--- src/rtl/ocd_pkg.sv ---
`timescale 1ns / 1ps
`default_nettype none
package ocd_pkg;

  localparam int TRIG_BITS   = 10;
  localparam int QUARTER     = 1 << (TRIG_BITS - 2);
  localparam int FULL_TURN   = 92160;
  localparam int PITCH_LIMIT = 22784;
  localparam int RED_STEPS   = 1;
  localparam int PHS_STEPS   = 1;
  localparam int CNT_W       = 1;
  localparam longint unsigned HALF_PI_Q30 = 64'd1686629713;

  // full-turn multiple above the largest negative yaw step
  localparam int YAW_BIAS = FULL_TURN * 8192;

  // reciprocal of a full turn for the yaw wrap quotient
  localparam int YAW_SHIFT = 47;
  localparam int YQ_W      = 14;
  localparam longint unsigned YAW_RECIP =
    ((64'd1 << YAW_SHIFT) + 64'(FULL_TURN) - 64'd1) / 64'(FULL_TURN);

  // reciprocal for the table phase of a wrapped angle
  localparam int PH_SHIFT = 34;
  localparam longint unsigned PH_RECIP =
    ((64'd1 << (PH_SHIFT + TRIG_BITS)) + 64'(FULL_TURN) - 64'd1) / 64'(FULL_TURN);

  localparam logic REG_DIST = 1'b0;
  localparam logic REG_SENS = 1'b1;

  typedef enum logic [2:0] {
    S_IDLE, S_MUL, S_ANG, S_RED, S_PHS, S_TRIG, S_PROD, S_FIN
  } state_t;

  typedef struct packed {
    logic cap;
    logic mul;
    logic ang;
    logic red;
    logic phs_init;
    logic phs;
    logic trig;
    logic prod;
    logic fin;
  } cmd_t;

  typedef struct packed {
    logic out_busy;
  } sts_t;

  typedef logic [14:0] qtab_t [0:QUARTER];

  function automatic qtab_t build_qtab();
    qtab_t tab;
    longint unsigned x;
    longint unsigned t;
    longint sum;
    for (int m = 0; m <= QUARTER; m++) begin
      x = (longint'(m) * HALF_PI_Q30) >> (TRIG_BITS - 2);
      t = x;
      sum = longint'(x);
      for (int n = 1; n <= 5; n++) begin
        t = (t * x) >> 30;
        t = (t * x) >> 30;
        case (n)
          1: t = t / 64'd6;
          2: t = t / 64'd20;
          3: t = t / 64'd42;
          4: t = t / 64'd72;
          default: t = t / 64'd110;
        endcase
        if ((n & 1) == 1) sum = sum - longint'(t);
        else sum = sum + longint'(t);
      end
      if (sum < 0) sum = 0;
      tab[m] = 15'((sum + 32768) >>> 16);
    end
    return tab;
  endfunction

  localparam qtab_t QTAB = build_qtab();

  function automatic logic signed [15:0] sin_of(input logic [TRIG_BITS-1:0] k);
    logic [1:0] q;
    logic [TRIG_BITS-3:0] r;
    logic [TRIG_BITS-2:0] idx;
    logic [14:0] v;
    q = k[TRIG_BITS-1:TRIG_BITS-2];
    r = k[TRIG_BITS-3:0];
    idx = q[0] ? ((TRIG_BITS-1)'(QUARTER) - {1'b0, r}) : {1'b0, r};
    v = QTAB[idx];
    return q[1] ? -$signed({1'b0, v}) : $signed({1'b0, v});
  endfunction

endpackage
`default_nettype wire

--- src/rtl/ocd_ctrl.sv ---
`timescale 1ns / 1ps
`default_nettype none
module ocd_ctrl (
  input  wire logic        clk,
  input  wire logic        rst_n,
  input  wire logic        in_valid,
  output logic             in_ready,
  input  ocd_pkg::sts_t    sts,
  output ocd_pkg::cmd_t    cmd
);
  import ocd_pkg::*;

  state_t state_r, state_nxt;
  logic [CNT_W-1:0] cnt_r, cnt_nxt;

  always_ff @(posedge clk) begin
    if (!rst_n) begin
      state_r <= S_IDLE;
      cnt_r   <= '0;
    end else begin
      state_r <= state_nxt;
      cnt_r   <= cnt_nxt;
    end
  end

  always_comb begin
    state_nxt = state_r;
    cnt_nxt   = cnt_r;
    cmd       = '0;
    in_ready  = 1'b0;
    unique case (state_r)
      S_IDLE: begin
        in_ready = 1'b1;
        if (in_valid) begin
          cmd.cap   = 1'b1;
          state_nxt = S_MUL;
        end
      end
      S_MUL: begin
        cmd.mul   = 1'b1;
        state_nxt = S_ANG;
      end
      S_ANG: begin
        cmd.ang   = 1'b1;
        cnt_nxt   = '0;
        state_nxt = S_RED;
      end
      S_RED: begin
        cmd.red = 1'b1;
        cnt_nxt = cnt_r + 1'b1;
        if (cnt_r == CNT_W'(RED_STEPS - 1)) begin
          cnt_nxt   = '0;
          state_nxt = S_PHS;
        end
      end
      S_PHS: begin
        if (cnt_r == '0) cmd.phs_init = 1'b1;
        else cmd.phs = 1'b1;
        cnt_nxt = cnt_r + 1'b1;
        if (cnt_r == CNT_W'(PHS_STEPS)) begin
          cnt_nxt   = '0;
          state_nxt = S_TRIG;
        end
      end
      S_TRIG: begin
        cmd.trig  = 1'b1;
        state_nxt = S_PROD;
      end
      S_PROD: begin
        cmd.prod  = 1'b1;
        state_nxt = S_FIN;
      end
      S_FIN: begin
        if (!sts.out_busy) begin
          cmd.fin   = 1'b1;
          state_nxt = S_IDLE;
        end
      end
      default: state_nxt = S_IDLE;
    endcase
  end

endmodule
`default_nettype wire

--- config.mk ---
export PLATFORM = sky130hd
export DESIGN_NAME = ocd_ctrl
export DESIGN_NICKNAME = d
export VERILOG_FILES = /design/src/rtl/ocd_pkg.sv /design/src/rtl/ocd_ctrl.sv
export SDC_FILE = /design/constraint.sdc
export NUM_CORES = 1
export LEC_CHECK = 0
export ABC_AREA = 1
export BUFFER_PORTS_ARGS = -buffer_cell sky130_fd_sc_hd__buf_2
export CELL_PAD_IN_SITES_DETAIL_PLACEMENT = 1
export CELL_PAD_IN_SITES_GLOBAL_PLACEMENT = 2
export CORE_MARGIN = 2
export CORE_UTILIZATION = 22
export DETAILED_ROUTE_END_ITERATION = 16
export PLACE_DENSITY_LB_ADDON = 0.1
export SYNTH_ARGS = -nofsm -noshare
export SYNTH_HDL_FRONTEND = slang
export SYNTH_SLANG_ARGS = --single-unit
--- constraint.sdc ---
create_clock -name clk -period 2.4 [get_ports clk]
set_clock_uncertainty 0.2 [all_clocks]
set_input_delay 0.36 -clock clk [delete_from_list [all_inputs] [get_ports clk]]
set_output_delay 0.36 -clock clk [all_outputs]
set_load 0.02 [all_outputs]
==> results of run 1 <==
## cell type report
class	count	area, sq um
Clock buffer	3	22.5
Fill cell	192	916
Inverter	12	47.5
Multi-Input combinational cell	33	168
Sequential cell	4	80.1
Tap cell	15	18.8
Timing Repair Buffer	13	65.1
## cell usage after synthesis
cell      number
a211oi_1       1
a21oi_2        1
buf_4          1
buf_6          1
dfxtp_1        4
inv_1         11
inv_4          1
nand2_1       10
nand2_2        1
nand3_1        2
nand3_2        2
nand4_1        1
nor2_1         7
nor2_2         2
nor3_1         1
o21ai_0        1
o21ai_1        3
o21bai_1       1
## registers in the layout (all words and copies together), names as in the netlist
name / cells
state_r: 3
cnt_r: 1
## worst max-delay path: stages, from the launching register on
cell and delay [ns]:
dfxtp_1 0.36, nor2_2 0.24, nand2_2 0.09, nor2_1 0.13, buf_2 0.18
## logic make-up after synthesis
family,Yosys count
DFF,4
and+or+nand+nor,26
AOI/OAI and AO/OA,7
buffers and inverters,14
## routing by layer
| metal | vias to the layer above | track usage [%] |
|---|---|---|
| li1 | 185 | - |
| met1 | 148 | 13.7 |
| met2 | 16 | 15.9 |
| met3 | 2 | 8.26 |
| met4 | 0 | 3.87 |
| met5 | - | 0 |
## stage by stage
stage                     worst slack (ns)  area [sq um]  total power, uW  hold WS (ns)
after floorplan                      0.798           314              139         0.267
after global placement               0.862           379              163         0.313
after detailed placement             0.851           379              162         0.312
after CTS                            0.595           402              250         0.181
after global routing                 0.483           402              265         0.193
final                                0.599           402              244         0.185
## report_power, final
| part | internal (uW) | total [uW] | switching, uW |
|---|---|---|---|
| logic | 25.9 | 76.9 | 51.0 |
| clock network | 56.0 | 83.9 | 28.0 |
| registers | 72.7 | 83.4 | 10.7 |
## final timing paths
kind                           startpoint                       to  slack [ns]
setup reg to reg  state_r[2]$_SDFFE_PN0P_  state_r[0]$_SDFFE_PN0P_        1.08
setup / recovery  state_r[1]$_SDFFE_PN0P_                   cmd[3]        0.60
hold reg to reg        cnt_r$_SDFFE_PN0P_       cnt_r$_SDFFE_PN0P_        0.32
hold / removal                      rst_n  state_r[1]$_SDFFE_PN0P_        0.19
==> flow_metrics.tcl, run 1 <==
set metrics [dict create \
    vias_per_cell 4.39 \
    final-setup-viol-count 0 \
    diodes 0 \
    synthSimpleGateAreaFrac_pct 39.4 \
    layoutNonFillerInstCount 80 \
    firstDrtPassIters 2 \
    yosys.area_share.adder_pct 0 \
    cts_setup_buffers 0 \
    yosysTopAreaCell "dfxtp_1" \
    crit_path_start_kind "flip-flop" \
    final_common_cell "buf_2" \
    hold_viol 0 \
    ys_types 18 \
    cap_violations 0 \
    max_freq_mhz 555 \
    synth.avg_cell_area_sq_um 6.16 \
    clk_pin_slew_ns 0.03 \
    die_area_sq_mm 0.00175 \
    wl_per_cell_um 10.7 \
    cts_buffers 3 \
    rsz0062_at_grt "no" \
    hold_class "in2reg" \
    end_kind "output pin" \
    antenna_found_initial 0 \
    ir_drop_mv 0.221 \
    required_ns 1.84 \
    synth_top_family_by_area "simple AND/OR/NAND/NOR gates" \
    start_util_pct 23.8 \
    ctsResizeCount 0 \
    ys_warn_count 0 \
    layout_min_cycle_time_ns 1.80 \
    syn_inst 51 \
    synthXorXnorAreaFrac_pct 0 \
    leakagePower_uw 0.000238 \
    cts_root_buffer "clkbuf_4" \
    crit_arrival_ns 1.24 \
    syn_area_sq_um 314 \
    num_vias 351 \
    synth.area.mux_share_pct 0 \
    synth.yosys.seq_area_share_pct 25.5 \
    route.detailed.drc 0 \
    syn_to_final_growth_pct 27.9 \
    setup_tns_ns 0 \
    slew_violations 0 \
    ios 14 \
    wl_met2_um 368 \
    worst-r2r-cell-count 5 \
    critical_path_class "reg2out" \
    cts_tree "done" \
    dieHeight_um 41.8 \
    drt_iter0_markers 2 \
    grt_max_degree 11 \
    wl_met1_um 393 \
    grt_pass1_wl_um 1460 \
    synth_compound_area_share_pct 13.9 \
    die_w_um 41.8 \
    status "completed" \
    min_period_over_period_pct 75.0 \
    grt_overflow 0 \
    cts_hold_buffers 0 \
    cts.sinks 4 \
    synthTopCellsByArea "dfxtp_1, inv_1, nand2_1" \
    crit_fanout 6 \
    track_usage_pct 11.5 \
    placed_cells 77 \
    design.core.area_sq_mm 0.00132 \
    routed.top_layer "met4" \
    wl_met3_um 77 \
    dpl.hpwl_um 737 \
    h-tree-depth 1 \
    tightest_slew_ns 0.386 \
    synth_top_area_share_pct 25.5 \
    insertion_delay_ns 0.24 \
    utilization_pct 30.5 \
    relSlewSlack_pct 74.2 \
    gp_congestion 0.706 \
    wirelength_um 853 \
    worstHoldPathCells 3 \
    ys_ff_latch 4 \
    pwr_density_cell_mw_per_mm2 608 \
    nets 71 \
    postRouteAntennaNets 0 \
    grt_pass1_vias 325 \
    port_buffers 13 \
    syn_nets 55 \
    drive_above_1_share_pct 35.4 \
    fp-row-count 13 \
    clk_path_buf_depth 2 \
    layout_common_cells "buf_2, inv_1, nand2_1, nor2_1, dfxtp_1" \
]
(Power assumes the default switching activity.)
==> run 2: changes to the inputs <==
--- a/config.mk
+++ b/config.mk
@@ -5,12 +5,12 @@
 export SDC_FILE = /design/constraint.sdc
 export NUM_CORES = 1
 export LEC_CHECK = 0
-export ABC_AREA = 1
+export ABC_AREA = 0
 export BUFFER_PORTS_ARGS = -buffer_cell sky130_fd_sc_hd__buf_2
 export CELL_PAD_IN_SITES_DETAIL_PLACEMENT = 1
 export CELL_PAD_IN_SITES_GLOBAL_PLACEMENT = 2
 export CORE_MARGIN = 2
-export CORE_UTILIZATION = 22
+export CORE_UTILIZATION = 20
 export DETAILED_ROUTE_END_ITERATION = 16
 export PLACE_DENSITY_LB_ADDON = 0.1
 export SYNTH_ARGS = -nofsm -noshare
==> constraint.sdc (replaced) <==
create_clock -name clk -period 1.6 [get_ports clk]
set_clock_uncertainty 0.2 [all_clocks]
set_input_delay 0.24 -clock clk [delete_from_list [all_inputs] [get_ports clk]]
set_output_delay 0.24 -clock clk [all_outputs]
set_load 0.02 [all_outputs]
==> run 2 against run 1 <==
- sequential power increased by 58%
- critical path depth shrank 1
- via count shrank 6.8%
- core utilization increased by 2.0 points
- highest routed layer unchanged
- synthesized cell count decreased by 33%
- die area increased by 5.5%
- power increased by 65%
- wire length up 1.4%
- synthesized area down 3.6%
==> flow_metrics.tcl, run 2 <==
set metrics [dict create \
    firstDrtPassIters 4 \
    postRouteAntennaNets 0 \
    nets 57 \
    gp_congestion 0.644 \
    crit_arrival_ns 1.15 \
    synth_top_area_share_pct 26.4 \
    num-fill-cells 187 \
    pwr-share-comb_pct 35.7 \
    synth.area.mux_share_pct 6.61 \
    cap_violations 0 \
    drt_iter0_markers 3 \
    wl_met2_um 423 \
    required_ns 1.16 \
    final-setup-viol-count 0 \
    ys.flop_type "dfxtp_1" \
    insertion_delay_ns 0.23 \
    die_area_sq_mm 0.00184 \
    leakagePower_uw 0.000197 \
    tightest_slew_ns 0.237 \
    dpl.hpwl_um 634 \
    synthXorXnorAreaFrac_pct 0 \
    critical_path_class "reg2out" \
    pwr_density_cell_mw_per_mm2 854 \
    status "completed" \
    max_freq_mhz 628 \
    rsz0062_at_grt "yes" \
    placed_cells 62 \
    wl_met3_um 48 \
    ys_types 22 \
    cts_root_buffer "clkbuf_4" \
    synth.yosys.seq_area_share_pct 26.4 \
    die_w_um 42.9 \
    syn_to_final_growth_pct 55.8 \
    route.detailed.drc 0 \
    synth-edff-count 0 \
    start_util_pct 20.8 \
    ys_ff_latch 4 \
    relSlewSlack_pct 83.7 \
    dieHeight_um 42.9 \
    syn_nets 38 \
    hold_viol 0 \
    register_area_sq_um 92.6 \
    clk_path_buf_depth 2 \
    routed.top_layer "met4" \
    grt_overflow 0 \
    port_buffers 13 \
    ys_warn_count 0 \
    yosys.area_share.adder_pct 0 \
    final_common_cell "buf_2" \
    final_area_sq_um 472 \
    synth.avg_cell_area_sq_um 8.91 \
    cts_hold_buffers 0 \
    syn_area_sq_um 303 \
    reg_top3 "state_r (3), cnt_r (1)" \
    grt_pass1_wl_um 1410 \
    ir_drop_mv 0.220 \
    wl_met1_um 376 \
    cts_tree "done" \
    synthTopCellsByArea "dfxtp_1, nor3b_1, nor4b_4" \
    drive_above_1_share_pct 62.7 \
    vias_per_cell 4.88 \
    diodes 0 \
    design.core.area_sq_mm 0.00145 \
    ios 14 \
    grt_max_degree 13 \
    dpl_cell_area_sq_um 387 \
    layoutNonFillerInstCount 67 \
    synthSimpleGateAreaFrac_pct 38.8 \
    async_flop_share_pct 0 \
    cts_buffers 3 \
    slew_violations 0 \
    wl_per_cell_um 12.9 \
    antenna_found_initial 0 \
    clk_pin_slew_ns 0.04 \
    cts.sinks 4 \
    synth_top_cells_by_count "dfxtp_1, nor3b_1" \
    syn_inst 34 \
    num_vias 327 \
    track_usage_pct 10.2 \
    yosysTopAreaCell "dfxtp_1" \
    h-tree-depth 1 \
    multi_input_area_sq_um 211 \
    end_kind "output pin" \
    p_int_uw 266 \
    top_register "state_r" \
    synth_top_family_by_area "simple AND/OR/NAND/NOR gates" \
    wirelength_um 865 \
    crit_path_start_kind "flip-flop" \
    min_period_over_period_pct 99.5 \
    setup_tns_ns 0 \
    seq_power_share_pct 32.8 \
    switching_share_pct 34.1 \
    p_clk_share_pct 31.4 \
    grt_pass1_vias 325 \
    layout_common_cells "buf_2, buf_4, clkbuf_4, buf_6, dfxtp_4" \
    fp-row-count 14 \
    hold_class "in2reg" \
    layout_min_cycle_time_ns 1.59 \
    p_sw_uw 137 \
    crit_fanout 4 \
    largest_register_ffs 3 \
    synth_compound_area_share_pct 15.3 \
]
[run 2: per-stage QoR]
step           util [%]  setup WS [ns]  power (uW)  hold WS [ns]
6_report           32.4        0.00743         403        0.0836
3_5_place_dp       26.6         0.0629         248         0.335
2_1_floorplan         -        0.00881         215         0.178
4_1_cts            31.5        -0.0164         406        0.0768
5_1_grt            32.4        -0.0461         427         0.102
3_3_place_gp       26.6         0.0883         246         0.340
[run 2: metal layers]
metal,vias to the layer above,track usage (%)
met5,-,0
met4,0,5.63
met3,2,1.70
met2,10,16.1
met1,159,13.1
li1,156,-
[run 2: power groups by stage]
stage / clock network, uW / logic [uW] / registers (uW)
2_1_floorplan: 0 / 94.2 / 120
3_3_place_gp: 0 / 114 / 132
3_5_place_dp: 0 / 115 / 133
4_1_cts: 133 / 140 / 132
5_1_grt: 136 / 157 / 135
6_report: 127 / 144 / 132
[run 2: layout make-up]
cell class                 instances  share of cell area, %
clock buffer                       3                   4.77
inverter                           1                  0.796
multi-input combinational         25                   44.8
sequential                         4                   19.6
tap                               16                   4.24
timing repair buffer              18                   25.7
[run 2: critical path, cell delays in order (launching register included)]
cell	delay [ns]
dfxtp_4	0.35
buf_6	0.12
nor4bb_2	0.24
buf_2	0.20
[run 2: cells by family (layout without fill, tap and decap cells)]
| logic type | count (synthesis) | in the layout |
|---|---|---|
| buf+inv | 5 | 22 |
| mux | 2 | 2 |
| compound gates | 7 | 7 |
| flops | 4 | 4 |
| simple gates | 16 | 16 |
[run 2: timing repair]
action	4_1_cts	5_1_grt
cloned	0	0
endpoints found under the hold margin	0	0
setup buffers	2	0
resized for setup	12	4
pin swaps	2	0
setup endpoints to repair	8	5
[run 2: final timing paths]
path	startpoint	cells past startpoint	endpoint	slack (ns)
max reg2reg	state_r[2]$_SDFFE_PN0P_	3	state_r[0]$_SDFFE_PN0P_	0.24
min	rst_n	3	state_r[1]$_SDFFE_PN0P_	0.08
max	state_r[1]$_SDFFE_PN0P_	3	cmd[3]	0.007
min reg2reg	cnt_r$_SDFFE_PN0P_	2	cnt_r$_SDFFE_PN0P_	0.36
